==> src/hdl/marker_framed_command_decoder_top_defines.svh <==
// assertion helpers for the frame decoder
`ifndef MARKER_FRAMED_COMMAND_DECODER_TOP_DEFINES_SVH
`define MARKER_FRAMED_COMMAND_DECODER_TOP_DEFINES_SVH

// same-cycle implication, checked outside reset
`define MFCD_ASSERT_SAME(lbl, ante, cons) \
    lbl: assert property (@(posedge i_clk) disable iff (!i_rst_n) (ante) |-> (cons)) \
        else $error("mfcd check failed");

// next-cycle implication, checked outside reset
`define MFCD_ASSERT_NEXT(lbl, ante, cons) \
    lbl: assert property (@(posedge i_clk) disable iff (!i_rst_n) (ante) |=> (cons)) \
        else $error("mfcd check failed");

`endif

==> src/hdl/mfcd_pkg.sv <==
package mfcd_pkg;

    localparam int unsigned BYTE_W  = 8;
    localparam int unsigned INDEX_W = 7;
    localparam int unsigned CMD_W   = 5;
    localparam int unsigned CFG_IDX_W = 1;

    // number of defined commands
    localparam logic [BYTE_W-1:0] COMMAND_COUNT = 8'd21;

    // register reset values and indexes
    localparam logic [BYTE_W-1:0] START_MARKER_RST = 8'hA5;
    localparam logic [BYTE_W-1:0] END_MARKER_RST   = 8'h5A;
    localparam logic [CFG_IDX_W-1:0] CFG_START_MARKER = 1'b0;
    localparam logic [CFG_IDX_W-1:0] CFG_END_MARKER   = 1'b1;

    // one decoded result
    typedef struct packed {
        logic               data_write;
        logic [INDEX_W-1:0] data_index;
        logic [BYTE_W-1:0]  data_byte;
        logic               frame_done;
        logic [CMD_W-1:0]   frame_command;
    } t_result;

    // payload length per command
    function automatic logic [INDEX_W-1:0] payload_length_of(input logic [CMD_W-1:0] cmd);
        logic [INDEX_W-1:0] len;
        begin
            case (cmd)
                5'd8:          len = 7'd4;
                5'd17, 5'd18:  len = 7'd84;
                5'd19:         len = 7'd28;
                default:       len = 7'd0;
            endcase
            return len;
        end
    endfunction

endpackage

==> src/hdl/mfcd_frame_fsm.sv <==
module mfcd_frame_fsm (
    input  logic                              i_clk,
    input  logic                              i_rst_n,
    input  logic                              i_cfg_we,
    input  logic [mfcd_pkg::CFG_IDX_W-1:0]    i_cfg_idx,
    input  logic [mfcd_pkg::BYTE_W-1:0]       i_cfg_data,
    input  logic                              i_accept,
    input  logic [mfcd_pkg::BYTE_W-1:0]       i_rx_byte,
    output mfcd_pkg::t_result                 o_result
);
    import mfcd_pkg::*;

    localparam logic [1:0] PH_IDLE    = 2'd0;
    localparam logic [1:0] PH_START   = 2'd1;
    localparam logic [1:0] PH_PAYLOAD = 2'd2;
    localparam logic [1:0] PH_END     = 2'd3;

    logic [BYTE_W-1:0]  r_start_marker;
    logic [BYTE_W-1:0]  r_end_marker;
    logic [1:0]         r_phase, n_phase;
    logic [CMD_W-1:0]   r_cmd, n_cmd;
    logic [INDEX_W-1:0] r_length, n_length;
    logic [INDEX_W-1:0] r_count, n_count;
    logic [INDEX_W-1:0] count_inc;
    logic [INDEX_W-1:0] table_len;

    assign count_inc = r_count + 7'd1;
    assign table_len = payload_length_of(i_rx_byte[CMD_W-1:0]);

    // marker registers
    always_ff @(posedge i_clk) begin
        if (!i_rst_n) begin
            r_start_marker <= START_MARKER_RST;
            r_end_marker   <= END_MARKER_RST;
        end else if (i_cfg_we) begin
            case (i_cfg_idx)
                CFG_START_MARKER: r_start_marker <= i_cfg_data;
                CFG_END_MARKER:   r_end_marker   <= i_cfg_data;
                default: ;
            endcase
        end
    end

    // next frame state and result for the current byte
    always_comb begin
        n_phase  = r_phase;
        n_cmd    = r_cmd;
        n_length = r_length;
        n_count  = r_count;
        o_result = '0;
        case (r_phase)
            PH_IDLE: begin
                if (i_rx_byte == r_start_marker) n_phase = PH_START;
            end
            PH_START: begin
                if (i_rx_byte < COMMAND_COUNT) begin
                    n_cmd    = i_rx_byte[CMD_W-1:0];
                    n_length = table_len;
                    n_count  = '0;
                    n_phase  = (table_len == '0) ? PH_END : PH_PAYLOAD;
                end else begin
                    n_phase = PH_IDLE;
                end
            end
            PH_PAYLOAD: begin
                o_result.data_write = 1'b1;
                o_result.data_index = r_count;
                o_result.data_byte  = i_rx_byte;
                n_count = count_inc;
                if (count_inc == r_length) n_phase = PH_END;
            end
            default: begin
                if (i_rx_byte == r_end_marker) begin
                    o_result.frame_done    = 1'b1;
                    o_result.frame_command = r_cmd;
                end
                n_phase = PH_IDLE;
            end
        endcase
    end

    // frame state, advanced once per accepted request
    always_ff @(posedge i_clk) begin
        if (!i_rst_n) begin
            r_phase  <= PH_IDLE;
            r_cmd    <= '0;
            r_length <= '0;
            r_count  <= '0;
        end else if (i_accept) begin
            r_phase  <= n_phase;
            r_cmd    <= n_cmd;
            r_length <= n_length;
            r_count  <= n_count;
        end
    end

endmodule

==> src/hdl/mfcd_result_reg.sv <==
module mfcd_result_reg (
    input  logic               i_clk,
    input  logic               i_rst_n,
    input  logic               i_load_valid,
    output logic               o_load_ready,
    input  mfcd_pkg::t_result  i_result,
    output logic               o_valid,
    input  logic               i_ready,
    output mfcd_pkg::t_result  o_result
);
    import mfcd_pkg::*;

    logic    r_valid;
    t_result r_result;

    // free when empty or drained this cycle
    assign o_load_ready = !r_valid || i_ready;

    // valid flag
    always_ff @(posedge i_clk) begin
        if (!i_rst_n) begin
            r_valid <= 1'b0;
        end else if (o_load_ready) begin
            r_valid <= i_load_valid;
        end
    end

    // result payload
    always_ff @(posedge i_clk) begin
        if (o_load_ready && i_load_valid) begin
            r_result <= i_result;
        end
    end

    assign o_valid  = r_valid;
    assign o_result = r_result;

endmodule

==> src/hdl/marker_framed_command_decoder_top.sv <==
// a request accepted at one edge has its result registered and valid after that edge
// throughput: one request per cycle; the result register stalls intake only while
// a held result is not taken
// reset: synchronous active low; frame returns to idle, markers to 0xA5 / 0x5A,
// result register empties
module marker_framed_command_decoder_top (
    input  logic                            i_clk,
    input  logic                            i_rst_n,
    input  logic                            i_cfg_we,
    input  logic [mfcd_pkg::CFG_IDX_W-1:0]  i_cfg_idx,
    input  logic [mfcd_pkg::BYTE_W-1:0]     i_cfg_data,
    input  logic                            i_rx_valid,
    output logic                            o_rx_ready,
    input  logic [mfcd_pkg::BYTE_W-1:0]     i_rx_byte,
    output logic                            o_res_valid,
    input  logic                            i_res_ready,
    output logic                            o_data_write,
    output logic [mfcd_pkg::INDEX_W-1:0]    o_data_index,
    output logic [mfcd_pkg::BYTE_W-1:0]     o_data_byte,
    output logic                            o_frame_done,
    output logic [mfcd_pkg::CMD_W-1:0]      o_frame_command
);
    import mfcd_pkg::*;

`include "marker_framed_command_decoder_top_defines.svh"

    logic    accept;
    t_result dec_result;
    t_result out_result;

    assign accept = i_rx_valid && o_rx_ready;

    // frame tracking and decode
    mfcd_frame_fsm u_fsm (
        .i_clk      (i_clk),
        .i_rst_n    (i_rst_n),
        .i_cfg_we   (i_cfg_we),
        .i_cfg_idx  (i_cfg_idx),
        .i_cfg_data (i_cfg_data),
        .i_accept   (accept),
        .i_rx_byte  (i_rx_byte),
        .o_result   (dec_result)
    );

    // result register
    mfcd_result_reg u_res (
        .i_clk        (i_clk),
        .i_rst_n      (i_rst_n),
        .i_load_valid (i_rx_valid),
        .o_load_ready (o_rx_ready),
        .i_result     (dec_result),
        .o_valid      (o_res_valid),
        .i_ready      (i_res_ready),
        .o_result     (out_result)
    );

    assign o_data_write    = out_result.data_write;
    assign o_data_index    = out_result.data_index;
    assign o_data_byte     = out_result.data_byte;
    assign o_frame_done    = out_result.frame_done;
    assign o_frame_command = out_result.frame_command;

    // a result is a payload write or a frame close, never both
    `MFCD_ASSERT_SAME(a_write_xor_done, o_res_valid, !(o_data_write && o_frame_done))
    // no write means empty index and byte fields
    `MFCD_ASSERT_SAME(a_idle_fields, o_res_valid && !o_data_write, ~|o_data_index && ~|o_data_byte)
    // a held result blocks new requests
    `MFCD_ASSERT_SAME(a_stall_blocks, o_res_valid && !i_res_ready, !o_rx_ready)
    // every accepted request yields a result next cycle
    `MFCD_ASSERT_NEXT(a_accept_result, i_rx_valid && o_rx_ready, o_res_valid)

endmodule
==> config.mk <==
export PLATFORM = sky130hd
export DESIGN_NAME = marker_framed_command_decoder_top
export DESIGN_NICKNAME = d
export VERILOG_FILES = /design/src/hdl/mfcd_pkg.sv /design/src/hdl/mfcd_frame_fsm.sv /design/src/hdl/mfcd_result_reg.sv /design/src/hdl/marker_framed_command_decoder_top.sv
export VERILOG_INCLUDE_DIRS = /design/src /design/src/hdl
export SDC_FILE = /design/constraint.sdc
export NUM_CORES = 1
export LEC_CHECK = 0
export BUFFER_PORTS_ARGS = -buffer_cell sky130_fd_sc_hd__clkbuf_2
export CORE_MARGIN = 2
export CORE_UTILIZATION = 54
export CTS_BUF_LIST = sky130_fd_sc_hd__clkbuf_8
export DETAILED_ROUTE_END_ITERATION = 6
export PLACE_DENSITY = 0.85
export SLEW_MARGIN = 15
export SYNTH_ARGS = -nofsm -noshare
export SYNTH_HDL_FRONTEND = slang
export SYNTH_SLANG_ARGS = --single-unit
==> constraint.sdc <==
create_clock -name i_clk -period 2.9 [get_ports i_clk]
set_input_delay 0.145 -clock i_clk [delete_from_list [all_inputs] [get_ports i_clk]]
set_output_delay 0.145 -clock i_clk [all_outputs]
set_load 0.1 [all_outputs]
==> impl_metrics.csv <==
group,metric,value,unit
routing,ant_nets,0,
clock_network,cts_resized,0,
sta,clock_skew,0.00793,ns
sta,tightest_slew,0.775,ns
floorplan,fp.dieH,74.5,um
final_layout,syn2layout_area_growth,18.6,%
global_route,grt_usage,0.199,
global_route,grt_pass1_vias,1806,
clock_network,cts_tree,"done",
clock_network,cts.clk_slew.worst_paths,0.06,ns
sta,finalSetupViolCount,0,
run_status,status,"finished, final reports clean",
routing,wl_per_cell,13.0,um
job,drv_cap,0,
floorplan,fp.dieW,74.5,um
routing,vias_per_cell,5.10,
logic_synthesis,syn-cell-area,0.00269,mm2
power,p_leak,1.29,nW
global_route,antenna_found_initial,0,
logic_synthesis,syn-num-nets,296,
sta,min_period,2.12,ns
logic_synthesis,synth-seq-area-share,0.507,
sta,setup_tns,0,ns
sta,final-hold-violation-count,0,
power,clockPowerShare,0.449,
critical_path,start_kind,"register",
clock_network,clkLatencyLatePin,0.33,ns
placed_design,place_congestion,0.875,
critical_path,cpPeakStageDelay,0.46,ns
power,peakVddDrop,380,uV
clock_network,htreeDepth,3,
power,p_comb_frac,0.115,
clock_network,clockBufferDepth,2,
sta,fin_ws,0.781,ns
logic_synthesis,synth_top_flop_cell,"dfxtp_1",
final_layout,diodes,0,
sta,rsz0062_at_grt,"no",
sta,max_freq,0.472,GHz
routing,wl,5010,um
power,p_seq_frac,0.437,
routing,dr_total_vias,1969,
min_path,hold_path.class,"primary input to register",
logic_synthesis,yosys_warnings,0,
critical_path,path_max_fanout,5,
final_layout,nNetsFinal,341,
clock_network,cts_setup_buffers,0,
logic_synthesis,synth_cell_types,38,
critical_path,end_kind,"register",
floorplan,start_util,0.565,
sta,max_slew_margin,0.479,
critical_path,cp_slowest_cell,"o41ai_2",
floorplan,io_pins,46,
floorplan,dieArea,0.00555,mm2
logic_synthesis,ys_seq_elements,57,
placed_design,place_ws,0.808,ns
routing,dr.pass1.iters,4,
power,p_int,1.50,mW
sta,maxSlewViolCount,0,
critical_path,path_cells,"ha_1, nand3_1, or2_2, xnor2_1, o41ai_2, and4_1, o21a_1",
floorplan,core,0.00475,mm2
global_route,grt_first_pass_wirelength,8120,um
critical_path,cp-startpoint,"u_fsm.r_count[0]",
sta,period_share,0.731,
logic_synthesis,async_flop_share,0,
routing,drc,0,
critical_path,cp.required,3.17,ns
logic_synthesis,synth_edf_count,22,
placed_design,io_buffers,45,
critical_path,critical_path_class,"register to register",
clock_network,ctsHoldBuffers,0,
floorplan,rows,25,
global_route,grt_max_degree,36,
final_layout,layout.area.seq,0.00136,mm2
logic_synthesis,syn-instance-count,269,
sta,hold_ws,0.0421,ns
power,switchingPower,0.494,mW
global_route,grt_remaining_overflow,0,
final_layout,multiInputGateArea,0.00124,mm2
critical_path,r2r-start,"u_fsm.r_count[0]",
power,p_sw_frac,0.248,
min_path,worstHoldStart,"i_cfg_data[6]",
clock_network,cts.sinks,57,
routing,drt_iter0_drc,108,
critical_path,worst_ep_arrival_time,2.39,ns
logic_synthesis,avgSynthCellArea,9.99,um2
clock_network,cts_buffers,9,
placed_design,dp_hpwl,3470,um
clock_network,root_buffer,"clkbuf_8",
final_layout,layout-drive-gt1-share,0.219,
final_layout,nFillCells,402,
power,power.density,625,mW/mm2
-- cell usage in the layout (no fill, tap or decap), types with 5 or more instances in the layout --
master | Yosys | final
nand3_1 | 15 | 15
o21ai_0 | 8 | 8
ha_1 | 5 | 5
clkbuf_8 | 0 | 10
xor2_1 | 10 | 10
mux2i_1 | 6 | 6
inv_1 | 6 | 7
clkbuf_2 | 0 | 45
nor2b_1 | 9 | 9
xnor2_1 | 14 | 14
and2_1 | 26 | 26
nand2_1 | 47 | 47
a21boi_0 | 16 | 16
dfxtp_1 | 35 | 34
edfxtp_1 | 22 | 22
-- final cells by class --
| type | instances | area share |
|---|---|---|
| clock buffer | 10 | 0.0432 |
| sequential | 57 | 0.428 |
| timing repair buffer | 46 | 0.0730 |
| multi-input combinational | 194 | 0.389 |
| inverter | 6 | 0.00707 |
| clock inverter | 6 | 0.0334 |
| tap | 67 | 0.0263 |
-- worst paths after layout --
path / cells past startpoint / to / slack [ns]
worst max-delay path: 7 / u_fsm.r_phase[0] / 0.78
worst min-delay path: 3 / u_fsm.r_end_marker[6] / 0.04
worst max register to register: 7 / u_fsm.r_phase[0] / 0.78
worst min register to register: 2 / u_fsm.r_start_marker[6] / 0.48
-- cell families (layout without fill, tap and decap cells) --
family,count (synthesis),in the layout,synth area share
compound gates,39,39,0.103
xor+xnor,24,24,0.0782
fa+ha+maj,5,5,0.0233
buf+inv,18,68,0.0321
flops,57,57,0.507
mux,6,6,0.0224
simple gates,120,120,0.234
-- layer usage --
layer  GRT usage  share of wire
met1       0.245           0.46
met2       0.316           0.46
met3      0.0569          0.052
met4       0.107          0.021
met5           0              0
-- registers in the layout (all words and copies together), names as in the netlist --
signal,cells
u_fsm.r_cmd,5
u_fsm.r_count,7
u_fsm.r_end_marker,8
u_res.o_valid,1
u_fsm.r_phase,2
u_res.o_result,22
u_fsm.r_length,4
u_fsm.r_start_marker,8
-- critical path: cells and delay by family, from the launching register on --
family	cells	cell delay [ns]
AO/OA/AOI/OAI	2	0.58
XOR/XNOR	1	0.15
AND/OR/NAND/NOR	3	0.72
adder cells (fa/ha/maj)	1	0.23
flip-flops	1	0.40
-- cell usage after synthesis, types with 2 or more instances --
cell type   n  area share
nand2b_1    3      0.0070
mux2i_1     6       0.022
nand3_1    15       0.028
inv_1       6      0.0084
dfxtp_1    35        0.26
nand2_1    47       0.066
nor2b_1     9       0.021
xor2_1     10       0.033
and4_1      2      0.0065
a21oi_1     4      0.0075
a21boi_1    2      0.0056
nor4_1      3      0.0070
edfxtp_1   22        0.25
nor2_1      2      0.0028
xnor2_1    14       0.046
o21a_1      3      0.0084
nand4_1     3      0.0070
o21ai_0     8       0.015
a21boi_0   16       0.045
and2_1     26       0.061
clkbuf_1    9       0.013
or3_1       3      0.0070
ha_1        5       0.023
buf_6       2      0.0084
-- power groups by stage --
| stage | logic [mW] | clock network, mW | registers (mW) |
|---|---|---|---|
| floorplan | 0.0732 | 0 | 0.994 |
| global placement | 0.226 | 0 | 0.887 |
| detailed placement | 0.228 | 0 | 0.888 |
| CTS | 0.230 | 0.907 | 0.871 |
| global route | 0.243 | 0.942 | 0.873 |
| finish | 0.228 | 0.894 | 0.870 |
-- per-stage QoR --
| step | instances | utilization | instance area (um2) | total power, mW |
|---|---|---|---|---|
| floorplan | 269 | - | 2690 | 1.07 |
| global placement | 370 | 0.619 | 2940 | 1.11 |
| detailed placement | 370 | 0.619 | 2940 | 1.12 |
| CTS | 386 | 0.670 | 3190 | 2.01 |
| global route | 386 | 0.670 | 3190 | 2.06 |
| finish | 386 | 0.670 | 3190 | 1.99 |
No activity file was read; power rests on OpenSTA's default activity.
